===== src/sv/bldel_pkg.sv =====
// Package for the bounded list with positional delete.
// Holds the action codes, the classified command word, status codes and FSM states.
// No dependencies.
package bldel_pkg;

	localparam int VAL_W = 32;
	localparam int IDX_W = 4;
	localparam int POS_W = 4;
	localparam int ACT_W = 2;
	localparam int QDEPTH = 2;

	localparam logic [ACT_W-1:0] ACT_CODE_FRONT  = 2'd0;
	localparam logic [ACT_W-1:0] ACT_CODE_BACK   = 2'd1;
	localparam logic [ACT_W-1:0] ACT_CODE_DELETE = 2'd2;

	typedef enum logic [1:0] {
		OP_FRONT,
		OP_BACK,
		OP_DELETE,
		OP_NOP
	} op_t;

	typedef enum logic [1:0] {
		ST_DONE  = 2'd0,
		ST_FULL  = 2'd1,
		ST_RANGE = 2'd2
	} st_t;

	typedef enum logic {
		BK_IDLE,
		BK_DUMP
	} bk_state_t;

	typedef struct packed {
		op_t                     op;
		logic signed [VAL_W-1:0] value;
		logic [POS_W-1:0]        position;
	} cmd_t;

endpackage


===== src/sv/bldel_front.sv =====
// Front end of the list block: accepts input words and classifies the action.
// Depends on bldel_pkg.
module bldel_front
	import bldel_pkg::*;
(
	input  logic                    clk,
	input  logic                    arst_n,
	input  logic                    in_valid,
	output logic                    in_stall,
	input  logic [ACT_W-1:0]        action,
	input  logic signed [VAL_W-1:0] item_value,
	input  logic [POS_W-1:0]        position,
	output logic                    cmd_valid,
	input  logic                    cmd_stall,
	output cmd_t                    cmd
);

	logic valid_s1;
	cmd_t cmd_s1;
	cmd_t cmd_class;
	logic accept;

	assign in_stall = valid_s1 && cmd_stall;
	assign accept = in_valid && !in_stall;

	always_comb begin
		cmd_class.value = item_value;
		cmd_class.position = position;
		unique case (action)
			ACT_CODE_FRONT:  cmd_class.op = OP_FRONT;
			ACT_CODE_BACK:   cmd_class.op = OP_BACK;
			ACT_CODE_DELETE: cmd_class.op = OP_DELETE;
			default:         cmd_class.op = OP_NOP;
		endcase
	end

	always_ff @(posedge clk or negedge arst_n) begin
		if (!arst_n) begin
			valid_s1 <= 1'b0;
		end else if (accept) begin
			valid_s1 <= 1'b1;
		end else if (!cmd_stall) begin
			valid_s1 <= 1'b0;
		end
	end

	always_ff @(posedge clk) begin
		if (accept) begin
			cmd_s1 <= cmd_class;
		end
	end

	assign cmd_valid = valid_s1;
	assign cmd = cmd_s1;

endmodule


===== src/sv/bldel_queue.sv =====
// Short command queue between the front end and the list engine.
// Depends on bldel_pkg.
module bldel_queue
	import bldel_pkg::*;
(
	input  logic clk,
	input  logic arst_n,
	input  logic in_valid,
	output logic in_stall,
	input  cmd_t in_cmd,
	output logic out_valid,
	input  logic out_stall,
	output cmd_t out_cmd
);

	localparam int PW = $clog2(QDEPTH);
	localparam int FW = $clog2(QDEPTH + 1);

	cmd_t           mem_q [QDEPTH];
	logic [PW-1:0]  wr_ptr_q;
	logic [PW-1:0]  rd_ptr_q;
	logic [FW-1:0]  fill_q;
	logic           push;
	logic           pop;

	assign in_stall = (fill_q == FW'(QDEPTH));
	assign out_valid = (fill_q != '0);
	assign push = in_valid && !in_stall;
	assign pop = out_valid && !out_stall;
	assign out_cmd = mem_q[rd_ptr_q];

	always_ff @(posedge clk or negedge arst_n) begin
		if (!arst_n) begin
			wr_ptr_q <= '0;
			rd_ptr_q <= '0;
			fill_q <= '0;
		end else begin
			if (push) begin
				wr_ptr_q <= (wr_ptr_q == PW'(QDEPTH - 1)) ? '0 : wr_ptr_q + 1'b1;
			end
			if (pop) begin
				rd_ptr_q <= (rd_ptr_q == PW'(QDEPTH - 1)) ? '0 : rd_ptr_q + 1'b1;
			end
			if (push && !pop) begin
				fill_q <= fill_q + 1'b1;
			end else if (pop && !push) begin
				fill_q <= fill_q - 1'b1;
			end
		end
	end

	always_ff @(posedge clk) begin
		if (push) begin
			mem_q[wr_ptr_q] <= in_cmd;
		end
	end

endmodule


===== src/sv/bldel_back.sv =====
// List engine: carries out one command on the element registers, then dumps the list
// by rotating it through cell zero into the output register. Depends on bldel_pkg.
module bldel_back
	import bldel_pkg::*;
#(
	parameter int DEPTH = 16
) (
	input  logic                    clk,
	input  logic                    arst_n,
	input  logic                    cmd_valid,
	output logic                    cmd_stall,
	input  cmd_t                    cmd,
	output logic                    out_valid,
	input  logic                    out_stall,
	output logic signed [VAL_W-1:0] elem_value,
	output logic [IDX_W-1:0]        elem_index,
	output logic                    last_elem,
	output logic                    list_empty,
	output logic [1:0]              status
);

	localparam int CW = $clog2(DEPTH + 1);
	localparam int AW = $clog2(DEPTH);
	localparam int CMP_W = (CW > POS_W) ? CW : POS_W;

	bk_state_t state_q;
	bk_state_t state_d;

	logic signed [VAL_W-1:0] cells_q [DEPTH];
	logic [CW-1:0]           count_q;
	logic [CW-1:0]           count_d;
	logic [AW-1:0]           idx_q;
	st_t                     status_q;
	st_t                     status_d;

	logic signed [VAL_W-1:0] out_value_q;
	logic [IDX_W-1:0]        out_index_q;
	logic                    out_last_q;
	logic                    out_empty_q;
	logic [1:0]              out_status_q;
	logic                    out_valid_q;

	logic                    exec;
	logic                    dump_load;
	logic                    exec_front;
	logic                    exec_back;
	logic                    exec_del;
	logic                    rotate;
	logic                    is_full;
	logic                    dump_last;
	logic                    list_nil;
	logic [CMP_W-1:0]        pos_x;
	logic [CMP_W-1:0]        cnt_x;
	logic [AW+IDX_W-1:0]     idx_ext;

	assign is_full = (count_q == CW'(DEPTH));
	assign pos_x = CMP_W'(cmd.position);
	assign cnt_x = CMP_W'(count_q);
	assign list_nil = (count_q == '0);
	assign dump_last = list_nil || ((CW'(idx_q) + 1'b1) == count_q);
	assign idx_ext = (AW + IDX_W)'(idx_q);

	always_comb begin
		state_d = state_q;
		unique case (state_q)
			BK_IDLE: begin
				if (cmd_valid) begin
					state_d = BK_DUMP;
				end
			end
			BK_DUMP: begin
				if (dump_load && dump_last) begin
					state_d = BK_IDLE;
				end
			end
			default: state_d = BK_IDLE;
		endcase
	end

	always_comb begin
		cmd_stall = 1'b1;
		exec = 1'b0;
		dump_load = 1'b0;
		unique case (state_q)
			BK_IDLE: begin
				cmd_stall = 1'b0;
				exec = cmd_valid;
			end
			BK_DUMP: begin
				dump_load = !out_valid_q || !out_stall;
			end
			default: ;
		endcase
	end

	always_comb begin
		exec_front = 1'b0;
		exec_back = 1'b0;
		exec_del = 1'b0;
		status_d = ST_DONE;
		count_d = count_q;
		if (exec) begin
			unique case (cmd.op) inside
				OP_FRONT, OP_BACK: begin
					if (is_full) begin
						status_d = ST_FULL;
					end else begin
						exec_front = (cmd.op == OP_FRONT);
						exec_back = (cmd.op == OP_BACK);
						count_d = count_q + 1'b1;
					end
				end
				OP_DELETE: begin
					if (pos_x >= cnt_x) begin
						status_d = ST_RANGE;
					end else begin
						exec_del = 1'b1;
						count_d = count_q - 1'b1;
					end
				end
				default: ;
			endcase
		end
	end

	assign rotate = dump_load && !list_nil;

	for (genvar g = 0; g < DEPTH; g++) begin : g_cell
		logic signed [VAL_W-1:0] dn_val;
		logic signed [VAL_W-1:0] up_val;
		logic signed [VAL_W-1:0] nxt_val;

		if (g == 0) begin : g_first
			assign dn_val = cmd.value;
		end else begin : g_rest
			assign dn_val = cells_q[g-1];
		end

		if (g + 1 < DEPTH) begin : g_up
			assign up_val = cells_q[g+1];
		end else begin : g_top
			assign up_val = cells_q[g];
		end

		always_comb begin
			nxt_val = cells_q[g];
			if (exec_front) begin
				nxt_val = dn_val;
			end else if (exec_back && (count_q == CW'(g))) begin
				nxt_val = cmd.value;
			end else if (exec_del && (CMP_W'(g) >= pos_x)) begin
				nxt_val = up_val;
			end else if (rotate) begin
				if (count_q == CW'(g + 1)) begin
					nxt_val = cells_q[0];
				end else if (CW'(g + 1) < count_q) begin
					nxt_val = up_val;
				end
			end
		end

		always_ff @(posedge clk) begin
			cells_q[g] <= nxt_val;
		end
	end

	always_ff @(posedge clk or negedge arst_n) begin
		if (!arst_n) begin
			state_q <= BK_IDLE;
			count_q <= '0;
			idx_q <= '0;
			status_q <= ST_DONE;
			out_valid_q <= 1'b0;
		end else begin
			state_q <= state_d;
			count_q <= count_d;
			if (exec) begin
				status_q <= status_d;
				idx_q <= '0;
			end else if (dump_load) begin
				idx_q <= dump_last ? '0 : idx_q + 1'b1;
			end
			if (dump_load) begin
				out_valid_q <= 1'b1;
			end else if (!out_stall) begin
				out_valid_q <= 1'b0;
			end
		end
	end

	always_ff @(posedge clk) begin
		if (dump_load) begin
			out_value_q <= list_nil ? '0 : cells_q[0];
			out_index_q <= list_nil ? '0 : idx_ext[IDX_W-1:0];
			out_last_q <= dump_last;
			out_empty_q <= list_nil;
			out_status_q <= status_q;
		end
	end

	assign out_valid = out_valid_q;
	assign elem_value = out_value_q;
	assign elem_index = out_index_q;
	assign last_elem = out_last_q;
	assign list_empty = out_empty_q;
	assign status = out_status_q;

endmodule


===== src/sv/bounded_list_with_positional_delete.sv =====
// Top level of the bounded list with insert at front, append at back and delete at position.
// Depends on bldel_pkg, bldel_front, bldel_queue and bldel_back.
//
// Each accepted word performs one action on a list of up to DEPTH signed values and is
// answered by a dump of the whole list, one word per element from front to back, with the
// final word marked; an empty list answers with a single word marked empty. The list engine
// carries out the action in its idle state and then, in its dump state, loads one word per
// cycle into the single output register while the output is not stalled. The front end
// and its two-entry queue take up to three further words while a dump is under way; a
// stalled output holds the engine, and the input side stalls once those words are held.
module bounded_list_with_positional_delete
	import bldel_pkg::*;
#(
	parameter int DEPTH = 16
) (
	input  logic                    clk,
	input  logic                    arst_n,
	input  logic                    in_valid,
	output logic                    in_stall,
	input  logic [ACT_W-1:0]        action,
	input  logic signed [VAL_W-1:0] item_value,
	input  logic [POS_W-1:0]        position,
	output logic                    out_valid,
	input  logic                    out_stall,
	output logic signed [VAL_W-1:0] elem_value,
	output logic [IDX_W-1:0]        elem_index,
	output logic                    last_elem,
	output logic                    list_empty,
	output logic [1:0]              status
);

	logic fq_valid;
	logic fq_stall;
	cmd_t fq_cmd;
	logic qb_valid;
	logic qb_stall;
	cmd_t qb_cmd;

	bldel_front u_front (
		.clk        (clk),
		.arst_n     (arst_n),
		.in_valid   (in_valid),
		.in_stall   (in_stall),
		.action     (action),
		.item_value (item_value),
		.position   (position),
		.cmd_valid  (fq_valid),
		.cmd_stall  (fq_stall),
		.cmd        (fq_cmd)
	);

	bldel_queue u_queue (
		.clk       (clk),
		.arst_n    (arst_n),
		.in_valid  (fq_valid),
		.in_stall  (fq_stall),
		.in_cmd    (fq_cmd),
		.out_valid (qb_valid),
		.out_stall (qb_stall),
		.out_cmd   (qb_cmd)
	);

	bldel_back #(
		.DEPTH (DEPTH)
	) u_back (
		.clk        (clk),
		.arst_n     (arst_n),
		.cmd_valid  (qb_valid),
		.cmd_stall  (qb_stall),
		.cmd        (qb_cmd),
		.out_valid  (out_valid),
		.out_stall  (out_stall),
		.elem_value (elem_value),
		.elem_index (elem_index),
		.last_elem  (last_elem),
		.list_empty (list_empty),
		.status     (status)
	);

endmodule


===== config.mk =====
export PLATFORM = sky130hd
export DESIGN_NAME = bounded_list_with_positional_delete
export DESIGN_NICKNAME = d
export VERILOG_FILES = /design/src/sv/bldel_pkg.sv /design/src/sv/bldel_front.sv /design/src/sv/bldel_queue.sv /design/src/sv/bldel_back.sv /design/src/sv/bounded_list_with_positional_delete.sv
export SDC_FILE = /design/constraint.sdc
export NUM_CORES = 2
export LEC_CHECK = 0
export BUFFER_PORTS_ARGS = -buffer_cell sky130_fd_sc_hd__clkbuf_2
export CORE_MARGIN = 8
export CORE_UTILIZATION = 45
export DETAILED_ROUTE_END_ITERATION = 6
export HOLD_SLACK_MARGIN = 0.1
export PLACE_DENSITY_LB_ADDON = 0.1
export SYNTH_ARGS = -nofsm -noshare
export SYNTH_HDL_FRONTEND = slang
export SYNTH_SLANG_ARGS = --single-unit

===== constraint.sdc =====
create_clock -name clk -period 12.75 [get_ports clk]
set_input_delay 0.6375 -clock clk [delete_from_list [all_inputs] [get_ports clk]]
set_output_delay 0.6375 -clock clk [all_outputs]
set_load 0.05 [all_outputs]

-- Word-level counts from Yosys, hierarchy flattened
Memory sizes are Yosys's and may differ from the RTL's.
Cells that the tools add are included.
- logic and storage cells: 275
- bits in writable memories: 588
- memories: 2
- input bits: 42
- register bits: 96
- output and inout bits: 42
- add/subtract/negate cells: 8
- bitwise gates (word level): 1
- $lt $le $gt $ge: 32
- equal/unequal tests: 26
- mux-type cells: 130
- reductions and logical operators: 59
- memories (memory ; words ; bits a word ; read ports ; clocked after Yosys merged registers in ; write ports ; RTL line ; source):
    u_back.cells_q ; 16 ; 32 ; 16 ; 0 ; 16 ; bldel_back.sv:29 ; logic signed [VAL_W-1:0] cells_q [DEPTH];
    u_queue.mem_q ; 2 ; 38 ; 1 ; 0 ; 1 ; bldel_queue.sv:19 ; cmd_t mem_q [QDEPTH];
- operator list (operator ; number):
    $mux W32 ; 95
    $eq A5 B4 Y1 const B ; 8
    $logic_and A1 B1 Y1 ; 40
    $lt A4 B5 Y1 const A ; 8
    $ge A4 B4 Y1 const A ; 8
    $mux W1 ; 23
    $eq A5 B3 Y1 const B ; 4
    $lt A3 B5 Y1 const A ; 4
    $ge A3 B4 Y1 const A ; 4
    $mux W4 ; 3
    $eq A5 B2 Y1 const B ; 2
    $lt A2 B5 Y1 const A ; 2
    $mux W5 ; 2
    $pmux W5 S2 ; 1
    $ge A1 B4 Y1 const A ; 2
    $ge A2 B4 Y1 const A ; 2
    $logic_not A1 Y1 ; 8
    $reduce_bool A2 Y1 ; 4
    $eq A2 B2 Y1 const B ; 3
    $mux W2 ; 3
    $ne A2 B2 Y1 const B ; 3
    $pmux W2 S3 ; 1
    $add A4 B1 Y5 const B ; 1
    $add A5 B1 Y5 const B ; 1
    other kinds (20) ; 24

-- Logic depth before layout (Yosys ltp)
An unclocked memory read counts as a cell.
- word-level depth: 9
- gate-level depth with buffers: 15
- gate-level depth less buffers: 8

-- By module
A second synthesis with hierarchy kept.
- cell total of the unflattened synthesis: 3324
- area, all modules: 34994.8 um^2
- modules (own cells, without submodules) (module ; cells each ; area each (um^2) ; instances):
    bldel_back ; 3143 ; 30804.5 ; 1
    bldel_queue ; 137 ; 2991.6 ; 1
    bldel_front ; 44 ; 1198.6 ; 1

-- Least setup slack after synthesis
OpenSTA, ideal clock, no wires.
- kind: register to register
- from: reg, netlist name u_queue.rd_ptr_q
- to: mem u_back.cells_q[1][0], enable pin
- arrival: 5.334 ns
- stages on the path, launching flop included: 15
- library setup time: 0.466 ns
- data required time: 12.284 ns
- period minus slack after synthesis: 5.800 ns
- path slack: 6.950 ns
- path buffers: 8
- path through: dfrtp_1 -> buf_6 -> buf_4 -> buf_2 -> buf_2 -> buf_2 -> mux2_2 -> ha_1 -> a211oi_1 -> o211ai_1 -> buf_2 -> buf_4 -> or2_2 -> buf_2 -> o21ai_0
- RTL lines (what ; RTL line):
    end: declaration ; bldel_back.sv:29

==> flow_metrics.tcl <==
set metrics [dict create \
    status "finished, final reports clean" \
    die_h_um 297.3 \
    grt_max_degree 228 \
    cts-root-buf "clkbuf_16" \
    drtIter0Drc 3653 \
    ys_seq_area_frac 0.5744 \
    avgRoutedWirePerCell_um 27.54 \
    drtAntennaViolNets 0 \
    synth_area_leaders "edfxtp_1 (56%), mux2i_1 (9.1%), o22ai_1 (6.2%)" \
    clock_latency_ns 0.64 \
    core-area_um2 78610 \
    synth-edff-count 666 \
    num_io_pins 84 \
    routed_via_density 6.554 \
    route.final.wire_length_um 113600 \
    finalClockSkew_ns 0.02784 \
    worstPathCellList "mux2i_2 -> inv_1 -> ha_1 -> nand4b_1 -> o21ai_2 -> or2_2 -> nor2_1 -> or3b_2" \
    rsz0062_at_grt "false" \
    synthFlopType "edfxtp_1" \
    ys_warn_count 0 \
    cpPeakStageDelay_ns 1.03 \
    relSlewSlack 0.07305 \
    maxCapViolCount 0 \
    grt_pass1_vias 25707 \
    start_util 0.4528 \
    multiInputGateArea_um2 13950 \
    num_antenna_cells 0 \
    layout-drive-gt1-share 0.1148 \
    r2r_cells 8 \
    portBuffers 83 \
    grt_usage 0.2441 \
    cts-resized-gates 0 \
    numCtsBuffers 79 \
    dieWidth_um 297.3 \
    comb_power_share 0.370 \
    clock_sinks 684 \
    fmax_ghz 0.2072 \
    finalCritPeriodShare 0.3786 \
    p_sw_frac 0.4165 \
    min_path_type "in -> reg" \
    path_buf_inv 1 \
    endpoint_kind "flip-flop" \
    drc 0 \
    clockBufferDepth 3 \
    tightestPinTransition_ns 1.390 \
    dpl.hpwl_um 72970 \
    cp_slowest_cell "o21ai_2" \
    ys_types 69 \
    fill_cells 6980 \
    firstDrtPassIters 7 \
    vias 27027 \
    intPower_mw 6.991 \
    synth.ff_latch_count 684 \
    syn_nets 3165 \
    postSynthAreaPerCell_um2 11.44 \
    syn2layout_area_growth_pct 10.13 \
    required_ns 12.95 \
    crit_family "simple AND/OR/NAND/NOR gates" \
    synth_area_um2 35600 \
    netlist.area_leader.share 0.5618 \
    regArea_um2 20450 \
    cp_num_cells 8 \
    path_class "reg -> reg" \
    setup_viol 0 \
    tns_ns 0 \
    ys_async_sr_fraction 0.02632 \
    clk_pin_slew_worst_paths_ns 0.06 \
    finalWeightedCongestion 0.8865 \
    rows 103 \
    timing.hold.ws_ns 0.1785 \
    yosysTopAreaCell "edfxtp_1" \
    power.leakage_nw 14.84 \
    htreeDepth 3 \
    critPathLaunchType "flip-flop" \
    synthCells 3112 \
    p_seq_frac 0.440 \
    tritoncts "yes" \
    grt_overflow 0 \
    path_max_fanout 32 \
    p_per_area_nw_per_um2 305.6 \
    final_cell_mix "edfxtp_1 (666), o22ai_1 (354), a21oi_1 (331)" \
    fin_nets 3065 \
    period_needed_ns 4.827 \
    hold_depth 1 \
    report.final.slew_viol_count 0 \
    antenna_found_initial 1 \
    finalHoldViolCount 0 \
    die_area_um2 88370 \
    layout_commonest_cell "edfxtp_1" \
    grt_pass1_wl_um 169500 \
    ir_drop_v 0.0001431 \
    power.switching_mw 4.990 \
    arrival_ns 5.03 \
    clkPwrFrac 0.189 \
]
-- power groups by stage --
| stage | registers, mW | logic, mW | clock network, mW |
|---|---|---|---|
| global route | 5.36 | 4.76 | 2.39 |
| CTS | 5.20 | 4.36 | 2.30 |
| floorplan | 4.94 | 2.99 | 0 |
| detailed placement | 5.23 | 4.35 | 0 |
| global placement | 5.18 | 4.26 | 0 |
| finish | 5.28 | 4.44 | 2.27 |
-- flip-flops by register name, summed over array words and instances (netlist names) --
| register | cells |
|---|---|
| u_front.cmd | 38 |
| u_back.last_elem | 1 |
| u_queue.rd_ptr_q | 1 |
| u_back.cells_q | 512 |
| u_back.elem_value | 32 |
| u_queue.fill_q | 2 |
| u_back.out_valid | 1 |
| u_back.cnt_x | 5 |
| u_queue.wr_ptr_q | 1 |
| u_back.status | 2 |
| u_back.list_empty | 1 |
| u_back.idx_q | 4 |
| u_queue.mem_q | 76 |
| u_back.state_q | 1 |
| u_front.cmd_valid | 1 |
| u_back.elem_index | 4 |
| u_back.status_q | 2 |
-- repair_timing --
| item | in CTS | in global routing |
|---|---|---|
| setup endpoints to repair | 0 | 0 |
| endpoints found under the hold margin | 18 | 0 |
| buffers inserted | 0 | 0 |
| hold buffers | 1 | 0 |
-- final cells by class --
type / instances / share of cell area
Clock inverter: 49 / 0.01107
Tap cell: 1050 / 0.03351
Inverter: 11 / 0.001117
Multi-Input combinational cell: 2088 / 0.3557
Timing Repair Buffer: 148 / 0.02342
Sequential cell: 684 / 0.5217
Clock buffer: 94 / 0.05345
-- metrics by stage --
step	instances	power (mW)	worst slack, ns	area (um2)	util
after floorplan	3112	7.924	6.950	35600	-
after global placement	3980	9.443	7.977	36670	0.4664
after detailed placement	3980	9.583	7.975	36670	0.4664
after CTS	4124	11.86	7.960	39210	0.4987
after global routing	4124	12.51	7.704	39210	0.4987
final	4124	11.98	7.923	39210	0.4987
-- synthesized netlist by cell type, drive strengths merged, types with 44 or more instances --
| library cell | n |
|---|---|
| a31oi | 72 |
| nor2 | 83 |
| a22oi | 62 |
| buf | 75 |
| mux2i | 327 |
| o21ai | 182 |
| nand3 | 44 |
| o22ai | 354 |
| clkbuf | 254 |
| a21oi | 335 |
| nand2 | 294 |
| edfxtp | 666 |
-- cell families after synthesis --
logic type,Yosys count,synth area share
compound gates,1149,0.1991
flops,684,0.5744
simple gates,549,0.07093
mux,363,0.1039
buf+inv,340,0.04344
xor+xnor,16,0.004323
fa+ha+maj,11,0.003866
-- final timing paths --
path / start / to / slack [ns]
worst min register to register: u_front.cmd[35] / u_queue.mem_q[0][35] / 0.44
worst max-delay path: u_queue.rd_ptr_q / u_back.cells_q[14][10] / 7.92
worst min-delay path: item_value[1] / u_front.cmd[5] / 0.18
min in group asynchronous: arst_n / u_queue.rd_ptr_q / 0.52
max in group asynchronous: arst_n / u_queue.rd_ptr_q / 11.86
worst max register to register: u_queue.rd_ptr_q / u_back.cells_q[14][10] / 7.92
-- routing by layer --
layer	track usage	share of wire
met1	0.3710	0.45
met5	0	0
met4	0.05323	0.015
met3	0.05804	0.12
met2	0.3505	0.42
No activity file was read; power rests on OpenSTA's default activity.
